$ cat src/pfe_pkg.sv
// ----------------------------------------------------------------------------
// pfe_pkg
// types, constants and lookup functions shared by the playfair pair encryptor
// ----------------------------------------------------------------------------
package pfe_pkg;

   localparam int SQ_DIM = 5;

   typedef logic [4:0]                letter_type;
   typedef logic [2:0]                sq_index_type;
   typedef logic [4:0][4:0]           row_type;
   typedef logic [4:0][4:0][4:0]      square_type;
   typedef logic [2:0]                csr_index_type;

   localparam letter_type CODE_I    = 5'd8;
   localparam letter_type CODE_J    = 5'd9;
   localparam letter_type PAD_RESET = 5'd23;

   localparam csr_index_type CSR_ROW0 = 3'd0;
   localparam csr_index_type CSR_ROW4 = 3'd4;
   localparam csr_index_type CSR_PAD  = 3'd5;

   // one digraph waiting for encryption
   typedef struct packed {
      letter_type first_letter;
      letter_type second_letter;
      logic       last;
      logic       twice;
   } pair_type;

   typedef struct packed {
      sq_index_type row;
      sq_index_type col;
   } pos_type;

   typedef struct packed {
      letter_type x;
      letter_type y;
   } cipher_type;

   function automatic letter_type fold_j(letter_type c);
      return (c == CODE_J) ? CODE_I : c;
   endfunction

   function automatic sq_index_type next_idx(sq_index_type i);
      return (i == sq_index_type'(SQ_DIM - 1)) ? '0 : i + sq_index_type'(1);
   endfunction

   // first match in row-major order wins, no match gives row 0 column 0
   function automatic pos_type find_pos(square_type sq, letter_type ch);
      pos_type p;
      p = '0;
      for (int r = SQ_DIM - 1; r >= 0; r--) begin
         for (int c = SQ_DIM - 1; c >= 0; c--) begin
            if (sq[r][c] == ch) begin
               p.row = sq_index_type'(r);
               p.col = sq_index_type'(c);
            end
         end
      end
      return p;
   endfunction

   function automatic cipher_type encrypt(square_type sq, letter_type a, letter_type b);
      pos_type    pa;
      pos_type    pb;
      cipher_type o;
      pa = find_pos(sq, a);
      pb = find_pos(sq, b);
      if (pa.row == pb.row) begin
         o.x = sq[pa.row][next_idx(pa.col)];
         o.y = sq[pb.row][next_idx(pb.col)];
      end else if (pa.col == pb.col) begin
         o.x = sq[next_idx(pa.row)][pa.col];
         o.y = sq[next_idx(pb.row)][pb.col];
      end else begin
         o.x = sq[pa.row][pb.col];
         o.y = sq[pb.row][pa.col];
      end
      return o;
   endfunction

endpackage

$ cat src/pfe_front.sv
// ----------------------------------------------------------------------------
// pfe_front
// pairs incoming letters into digraphs and pushes them to the pair queue
// ----------------------------------------------------------------------------
module pfe_front (
   input  logic                clock,
   input  logic                reset,
   input  logic                req_valid,
   output logic                req_ready,
   input  pfe_pkg::letter_type req_plain_letter,
   input  logic                req_is_final,
   input  pfe_pkg::letter_type pad_letter,
   output logic                push_valid,
   input  logic                push_ready,
   output pfe_pkg::pair_type   push_data
);
   import pfe_pkg::*;

   letter_type held_letter_ff, held_letter_in;
   logic       held_valid_ff, held_valid_in;
   letter_type letter;
   letter_type pad;
   logic       accept;

   always_comb begin
      letter         = fold_j(req_plain_letter);
      pad            = fold_j(pad_letter);
      req_ready      = push_ready;
      accept         = req_valid && push_ready;
      push_valid     = 1'b0;
      push_data      = '{first_letter: held_letter_ff, second_letter: letter,
                         last: req_is_final, twice: 1'b0};
      held_valid_in  = held_valid_ff;
      held_letter_in = held_letter_ff;
      if (accept) begin
         if (!held_valid_ff) begin
            if (req_is_final) begin
               // odd final letter, pad it
               push_valid = 1'b1;
               push_data  = '{first_letter: letter, second_letter: pad,
                              last: 1'b1, twice: 1'b0};
            end else begin
               held_valid_in  = 1'b1;
               held_letter_in = letter;
            end
         end else if (held_letter_ff == letter) begin
            // doubled letter: (held, pad), and again for the final one
            push_valid    = 1'b1;
            push_data     = '{first_letter: held_letter_ff, second_letter: pad,
                              last: req_is_final, twice: req_is_final};
            held_valid_in = !req_is_final;
         end else begin
            push_valid    = 1'b1;
            held_valid_in = 1'b0;
         end
      end
   end

   always_ff @(posedge clock) begin
      if (reset) begin
         held_valid_ff <= 1'b0;
      end else begin
         held_valid_ff <= held_valid_in;
      end
   end

   always_ff @(posedge clock) begin
      held_letter_ff <= held_letter_in;
   end

endmodule

$ cat src/pfe_queue.sv
// ----------------------------------------------------------------------------
// pfe_queue
// short first-in first-out queue of digraphs between front and back
// ----------------------------------------------------------------------------
module pfe_queue #(
   parameter int DEPTH = 4
) (
   input  logic              clock,
   input  logic              reset,
   input  logic              push_valid,
   output logic              push_ready,
   input  pfe_pkg::pair_type push_data,
   output logic              pop_valid,
   input  logic              pop_ready,
   output pfe_pkg::pair_type pop_data
);
   import pfe_pkg::*;

   localparam int PTR_W = (DEPTH > 1) ? $clog2(DEPTH) : 1;
   localparam int CNT_W = $clog2(DEPTH + 1);

   pair_type           mem_ff [DEPTH];
   logic [PTR_W-1:0]   wr_ptr_ff, wr_ptr_in;
   logic [PTR_W-1:0]   rd_ptr_ff, rd_ptr_in;
   logic [CNT_W-1:0]   count_ff, count_in;
   logic               do_push;
   logic               do_pop;

   function automatic logic [PTR_W-1:0] wrap_inc(logic [PTR_W-1:0] p);
      return (p == PTR_W'(DEPTH - 1)) ? '0 : p + PTR_W'(1);
   endfunction

   always_comb begin
      push_ready = (count_ff != CNT_W'(DEPTH));
      pop_valid  = (count_ff != '0);
      pop_data   = mem_ff[rd_ptr_ff];
      do_push    = push_valid && push_ready;
      do_pop     = pop_valid && pop_ready;
      wr_ptr_in  = do_push ? wrap_inc(wr_ptr_ff) : wr_ptr_ff;
      rd_ptr_in  = do_pop ? wrap_inc(rd_ptr_ff) : rd_ptr_ff;
      count_in   = count_ff;
      if (do_push && !do_pop) begin
         count_in = count_ff + CNT_W'(1);
      end else if (do_pop && !do_push) begin
         count_in = count_ff - CNT_W'(1);
      end
   end

   always_ff @(posedge clock) begin
      if (reset) begin
         wr_ptr_ff <= '0;
         rd_ptr_ff <= '0;
         count_ff  <= '0;
      end else begin
         wr_ptr_ff <= wr_ptr_in;
         rd_ptr_ff <= rd_ptr_in;
         count_ff  <= count_in;
      end
   end

   always_ff @(posedge clock) begin
      if (do_push) begin
         mem_ff[wr_ptr_ff] <= push_data;
      end
   end

endmodule

$ cat src/pfe_back.sv
// ----------------------------------------------------------------------------
// pfe_back
// encrypts a digraph per cycle by key square into rsp register, unless stalled
// ----------------------------------------------------------------------------
module pfe_back (
   input  logic                clock,
   input  logic                reset,
   input  pfe_pkg::square_type square,
   input  logic                pop_valid,
   output logic                pop_ready,
   input  pfe_pkg::pair_type   pop_data,
   output logic                rsp_valid,
   input  logic                rsp_ready,
   output pfe_pkg::letter_type rsp_cipher_first,
   output logic [4:0]          rsp_cipher_second,
   output logic                rsp_final_pair
);
   import pfe_pkg::*;

   logic       out_valid_ff, out_valid_in;
   logic       dup_ff, dup_in;
   logic       last_ff, last_in;
   cipher_type cipher_ff, cipher_in;
   logic       load;
   logic       repeat_out;

   always_comb begin
      // a doubled final letter repeats the same cipher pair, now marked last
      repeat_out   = out_valid_ff && rsp_ready && dup_ff;
      pop_ready    = (!out_valid_ff || rsp_ready) && !dup_ff;
      load         = pop_ready;
      out_valid_in = out_valid_ff;
      dup_in       = dup_ff;
      last_in      = last_ff;
      cipher_in    = cipher_ff;
      if (repeat_out) begin
         last_in = 1'b1;
         dup_in  = 1'b0;
      end else if (load) begin
         out_valid_in = pop_valid;
         if (pop_valid) begin
            cipher_in = encrypt(square, pop_data.first_letter, pop_data.second_letter);
            last_in   = pop_data.last && !pop_data.twice;
            dup_in    = pop_data.twice;
         end
      end
   end

   always_ff @(posedge clock) begin
      if (reset) begin
         out_valid_ff <= 1'b0;
         dup_ff       <= 1'b0;
      end else begin
         out_valid_ff <= out_valid_in;
         dup_ff       <= dup_in;
      end
   end

   always_ff @(posedge clock) begin
      last_ff   <= last_in;
      cipher_ff <= cipher_in;
   end

   assign rsp_valid         = out_valid_ff;
   assign rsp_cipher_first  = cipher_ff.x;
   assign rsp_cipher_second = cipher_ff.y;
   assign rsp_final_pair    = last_ff;

endmodule

$ cat src/playfair_pair_encryptor.sv
// ----------------------------------------------------------------------------
// playfair_pair_encryptor
// playfair digraph encryption of a letter stream against a loaded key square
// ----------------------------------------------------------------------------
// usage
//   req channel: one plaintext letter per transaction (A=0..Z=25, J read as I)
//     with is_final on the last letter of a message
//   rsp channel: one transaction per digraph, two cipher letters and
//     final_pair on the last digraph of the message
//   csr channel: index 0..4 loads key square rows, index 5 the pad letter;
//     always ready, write only while no letter is in flight
// timing
//   one letter per cycle sustained while the queue has room; the letter that
//   closes a digraph writes it to the queue, then it is encrypted into the
//   rsp register; a doubled final letter yields two transactions;
//   the back end drains a digraph per cycle from the pair queue unless stalled
// reset
//   square rows clear to zero, pad letter to X, no letter pending, queue empty
// stall
//   a stalled rsp holds its transaction; the queue keeps taking letters until
//   QUEUE_DEPTH digraphs wait, then req_ready drops
// ----------------------------------------------------------------------------
module playfair_pair_encryptor #(
   parameter int QUEUE_DEPTH = 4
) (
   input  logic                   clock,
   input  logic                   reset,
   // letter input
   input  logic                   req_valid,
   output logic                   req_ready,
   input  pfe_pkg::letter_type    req_plain_letter,
   input  logic                   req_is_final,
   // digraph result
   output logic                   rsp_valid,
   input  logic                   rsp_ready,
   output pfe_pkg::letter_type    rsp_cipher_first,
   output pfe_pkg::letter_type    rsp_cipher_second,
   output logic                   rsp_final_pair,
   // register writes
   input  logic                   csr_valid,
   output logic                   csr_ready,
   input  pfe_pkg::csr_index_type csr_index,
   input  pfe_pkg::row_type       csr_wdata
);
   import pfe_pkg::*;

   // key square and pad letter
   square_type square_ff, square_in;
   letter_type pad_ff, pad_in;

   // front to queue
   logic       push_valid;
   logic       push_ready;
   pair_type   push_data;

   // queue to back
   logic       pop_valid;
   logic       pop_ready;
   pair_type   pop_data;

   assign csr_ready = 1'b1;

   // register write decode, indexes beyond the pad letter are dropped
   always_comb begin
      square_in = square_ff;
      pad_in    = pad_ff;
      if (csr_valid) begin
         case (csr_index) inside
            [CSR_ROW0:CSR_ROW4]: square_in[csr_index] = csr_wdata;
            // pad letter sits in the low five bits of the write data
            CSR_PAD:             pad_in = csr_wdata[0];
            default:             ;
         endcase
      end
   end

   always_ff @(posedge clock) begin
      if (reset) begin
         square_ff <= '0;
         pad_ff    <= PAD_RESET;
      end else begin
         square_ff <= square_in;
         pad_ff    <= pad_in;
      end
   end

   // front: pending letter and digraph forming
   pfe_front u_front (
      .clock            (clock),
      .reset            (reset),
      .req_valid        (req_valid),
      .req_ready        (req_ready),
      .req_plain_letter (req_plain_letter),
      .req_is_final     (req_is_final),
      .pad_letter       (pad_ff),
      .push_valid       (push_valid),
      .push_ready       (push_ready),
      .push_data        (push_data)
   );

   // digraphs waiting for the encrypt stage
   pfe_queue #(
      .DEPTH (QUEUE_DEPTH)
   ) u_queue (
      .clock      (clock),
      .reset      (reset),
      .push_valid (push_valid),
      .push_ready (push_ready),
      .push_data  (push_data),
      .pop_valid  (pop_valid),
      .pop_ready  (pop_ready),
      .pop_data   (pop_data)
   );

   // back: square lookup, playfair rules, result register
   pfe_back u_back (
      .clock             (clock),
      .reset             (reset),
      .square            (square_ff),
      .pop_valid         (pop_valid),
      .pop_ready         (pop_ready),
      .pop_data          (pop_data),
      .rsp_valid         (rsp_valid),
      .rsp_ready         (rsp_ready),
      .rsp_cipher_first  (rsp_cipher_first),
      .rsp_cipher_second (rsp_cipher_second),
      .rsp_final_pair    (rsp_final_pair)
   );

endmodule

$ cat config.mk
export PLATFORM = sky130hd
export DESIGN_NAME = playfair_pair_encryptor
export DESIGN_NICKNAME = d
export VERILOG_FILES = /design/src/pfe_pkg.sv /design/src/pfe_front.sv /design/src/pfe_queue.sv /design/src/pfe_back.sv /design/src/playfair_pair_encryptor.sv
export SDC_FILE = /design/constraint.sdc
export NUM_CORES = 1
export LEC_CHECK = 0
export ABC_AREA = 0
export BUFFER_PORTS_ARGS = -buffer_cell sky130_fd_sc_hd__clkbuf_2
export CORE_UTILIZATION = 23
export DETAILED_ROUTE_END_ITERATION = 7
export PLACE_DENSITY = 0.46
export SYNTH_ARGS = -nofsm -noshare
export SYNTH_HDL_FRONTEND = slang
export SYNTH_HIERARCHICAL = 1
export SYNTH_SLANG_ARGS = --single-unit
$ cat constraint.sdc
create_clock -name clock -period 12 [get_ports clock]
set_clock_uncertainty 0.2 [all_clocks]
set_input_delay 0.6 -clock clock [delete_from_list [all_inputs] [get_ports clock]]
set_output_delay 0.6 -clock clock [all_outputs]
set_load 0.005 [all_outputs]
==> results by group <==
Synthesis
  • Syn. warnings: 6
  • FF+latch count, synth: 206
  • Post-synth EDFFs: 63
  • Library cells used by synthesis: 110
  • Post-Syn Nets: 2167
  • Synthesized cell area: roughly 0.018 mm^2
  • Synth Instances: 2113
  • Primary FF master, synth: dfxtp_1
  • Register area share after synthesis: 25.9%
  • Post-Syn Area per Cell: 8.69 um^2
  • Post-synth ARST share: 0%

Clock network
  • Clk sink count: 206
  • CTS root buf: clkbuf_16
  • Num CTS Buffers: 25
  • Worst skew pair latency: roughly 580 ps
  • CTS Hold Buffers Added: 0
  • Clk buf depth: 3
  • Clock-pin slew on the worst setup and hold paths: 70 ps
  • Htree depth: 1
  • CTS tree: yes
  • Post-CTS setup buffer count: 0
  • Cts repair resizes: 0

Placement
  • Port bufs: 51
  • Pre-CTS WS: 3650 ps
  • Post-DP HPWL: 69300 um
  • Gpl congestion: 1.03

Floorplanning
  • Initial Util: 23.2%
  • Die height: 285 um
  • Die W: 285 um
  • I/O pin count: 53
  • CORE AREA: 0.0790 mm^2
  • Die area: 0.0810 mm^2
  • Row cnt: 103

Power and ir drop
  • Peak supply drop: 0.205 mV
  • PnR Total Power: about 0.0074 W
  • Pwr per Cell Area: between 300 and 400 mW/mm^2
  • LEAKAGE: slightly below 8 nW

Worst setup path
  • Critical Path RT: 12120 ps
  • R2R depth: 21
  • Critical path fanouts, max: 25
  • Flop2flop setup slack: 3470 ps
  • Startpoint Class: flip-flop
  • Worst Setup Path Type: reg2reg
  • Worst flop-to-flop path endpoint: u_back/rsp_cipher_second[0]
  • Crit path DAT: a little under 9000 ps
  • Crit end category: flip-flop

GRT
  • Global route overflow: 0
  • Pin count of the biggest net entering global routing: 88
  • Vias in the first global route: 16800
  • First-pass GRT wire length: between 100000 and 150000 um
  • GRT Resource Usage Total: 23.4%
  • Antenna violations before repair: 6

Timing
  • PnR worst setup slack: roughly 3500 ps
  • Period utilization: 71.1%
  • Final setup fails: 0
  • Max frequency: 117 MHz
  • Least-Margin Pin Slew: 1340 ps
  • Setup TNS: 0 ps
  • Final hold vios: 0
  • Unrepaired setup endpoints after global routing: no
  • Slew Limit Headroom: about a tenth
  • Slew Limit Fails: 0
  • Fin crit period: 8530 ps

Status
  • Failing checks: design-rule violations
  • Outcome: finished with violations

Detailed routing
  • Initial DRC count: 2232
  • Via density per instance: 5.66
  • Routed len/inst: ~32 um
  • Final WL: 98400 um
  • Number of routed nets with antenna violations: 0
  • Drt pass-1 iters: 8
  • DR vias: 17600
  • DRC viols: 1

Finish
  • Final net count: 2101
  • Synthesis-to-layout area growth: 9.73%
  • Layout cell share with drive strength beyond 1: 12.8%

Min path
  • Hold path start: rsp_ready
  • Worst hold endpoint: u_back/rsp_final_pair
  • Worst hold path type: in2reg
  • WHS Path Cells: 2

Flow run
  • MaxCap Viol Count: 0
[worst max-delay path: stages, from the launching register on]
cell and delay [ps]:
dfxtp_1 850, mux4_2 1000, xnor2_1 300, nand3_1 110
nor3_1 780, nor4_2 210, o211ai_1 180, buf_4 360
a21oi_2 100, buf_4 300, inv_2 400, ha_1 430
inv_1 110, o211ai_1 180, buf_4 260, nand2_1 690
a2111oi_0 700, a2111oi_1 120, clkdlybuf4s18_2 310, a22o_1 250
a32oi_1 240, nand3_1 120
[registers in the layout (all words and copies together), names as in the netlist, 2 cells and up, named ones only]
| signal | flops |
|---|---|
| u_queue/count_ff | 3 |
| u_queue/rd_ptr_ff | 2 |
| u_queue/mem_ff | 48 |
| u_back/rsp_cipher_second | 5 |
| u_back/rsp_cipher_first | 5 |
| square_ff | 125 |
| u_queue/wr_ptr_ff | 2 |
| pad_ff | 5 |
| u_front/held_letter_ff | 5 |
[routing by layer]
metal | vias up | wire length, um | share of wire [%] | GRT usage [%]
li1 | 7501 | - | - | -
met1 | 8777 | 41800 | 42 | 31.1
met2 | 1063 | 42200 | 43 | 35.6
met3 | 292 | 9120 | 9.3 | 5.27
met4 | 2 | 5300 | 5.4 | 11.1
met5 | - | 7 | 0.0071 | 0
[cell usage after synthesis (7+ instances only)]
master,instances,share of area [%]
ha_1,14,0.95
edfxtp_1,63,10
and2_1,10,0.34
buf_1,12,0.25
a221oi_1,13,0.62
mux2_2,39,2.4
nor4_1,12,0.41
buf_2,46,1.3
nor2b_1,10,0.34
mux4_2,22,2.7
o31ai_1,14,0.57
a21oi_1,62,1.7
buf_4,28,1.1
buf_6,22,1.3
inv_2,7,0.14
a221o_1,7,0.38
nand3_1,93,2.5
nand4_1,14,0.48
a211oi_1,20,0.82
clkbuf_2,7,0.19
xor2_1,123,5.9
a311oi_1,13,0.62
inv_1,28,0.57
nand2_1,169,3.5
and3_1,21,0.72
dfxtp_1,143,16
o221ai_1,16,0.76
a32oi_1,9,0.43
a31oi_1,21,0.72
mux2i_1,232,13
nor2_1,95,1.9
nor3_1,71,1.9
a22oi_1,10,0.41
o21ai_0,51,1.4
clkbuf_1,90,1.8
o22ai_1,22,0.75
xnor2_1,137,6.5
a2111oi_0,10,0.48
a211o_1,13,0.62
nand2b_1,167,5.7
o211ai_1,24,0.98
[worst max path at each step]
stage	from	endpoint
after global routing	flip-flop	u_back/rsp_cipher_second[0]
after detailed placement	flip-flop	u_back/rsp_cipher_second[0]
after CTS	flip-flop	u_back/rsp_cipher_second[0]
after floorplan	flip-flop	u_back/rsp_cipher_second[0]
final	flip-flop	u_back/rsp_cipher_second[0]
after global placement	flip-flop	u_back/rsp_cipher_second[0]
[cells in the final DEF, fill, tap and decap left out, types with 14 or more instances in the layout]
master       n
edfxtp_1    63
o211ai_1    24
nand2b_1   167
and3_1      21
buf_4       61
mux2i_1    231
xor2_1     123
a21oi_1     60
a31oi_1     21
dfxtp_1    143
nor3_1      70
nand2_1    169
clkbuf_16   26
o21ai_0     51
mux4_2      22
nand4_1     14
nand3_1     93
a211oi_1    19
nor2_1      95
inv_1       28
xnor2_1    137
clkbuf_2    50
o221ai_1    16
o31ai_1     14
ha_1        14
mux2_2      39
o22ai_1     22
[kinds of logic after synthesis]
| family | after synthesis | synth area share, % |
|---|---|---|
| compound gates | 374 | 15.0 |
| flops | 206 | 25.9 |
| fa+ha+maj | 15 | 1.06 |
| buf+inv | 241 | 6.77 |
| xor+xnor | 261 | 12.5 |
| simple gates | 717 | 20.8 |
| other cells | 1 | 0.0204 |
| mux | 298 | 18.0 |
[per-stage QoR]
step	area, um^2	hold slack, ps	instances	util [%]
finish	20200	57.0	3117	25.5
global route	20100	57.7	3114	25.5
CTS	20100	34.3	3114	25.5
detailed placement	19300	287	3070	24.5
global placement	19300	279	3069	24.5
floorplan	18400	245	2113	-
[where the power goes]
part / switching, W / internal, W
Clock: 0.000335 / 0.000429
Combinational: 0.00395 / 0.00182
Sequential: 0.0000769 / 0.000834
[final cells by class]
class                   count  area [um^2]
multi-input cells        1666        12400
clock inverters             8         63.8
fillers                  8518        58800
inverters                  36          138
clock buffers              36          738
flip-flops and latches    206         4750
repair buffers            112          718
diodes                      3         7.51
well taps                1050         1310
Note: power is estimated with default switching activity, not from simulation.
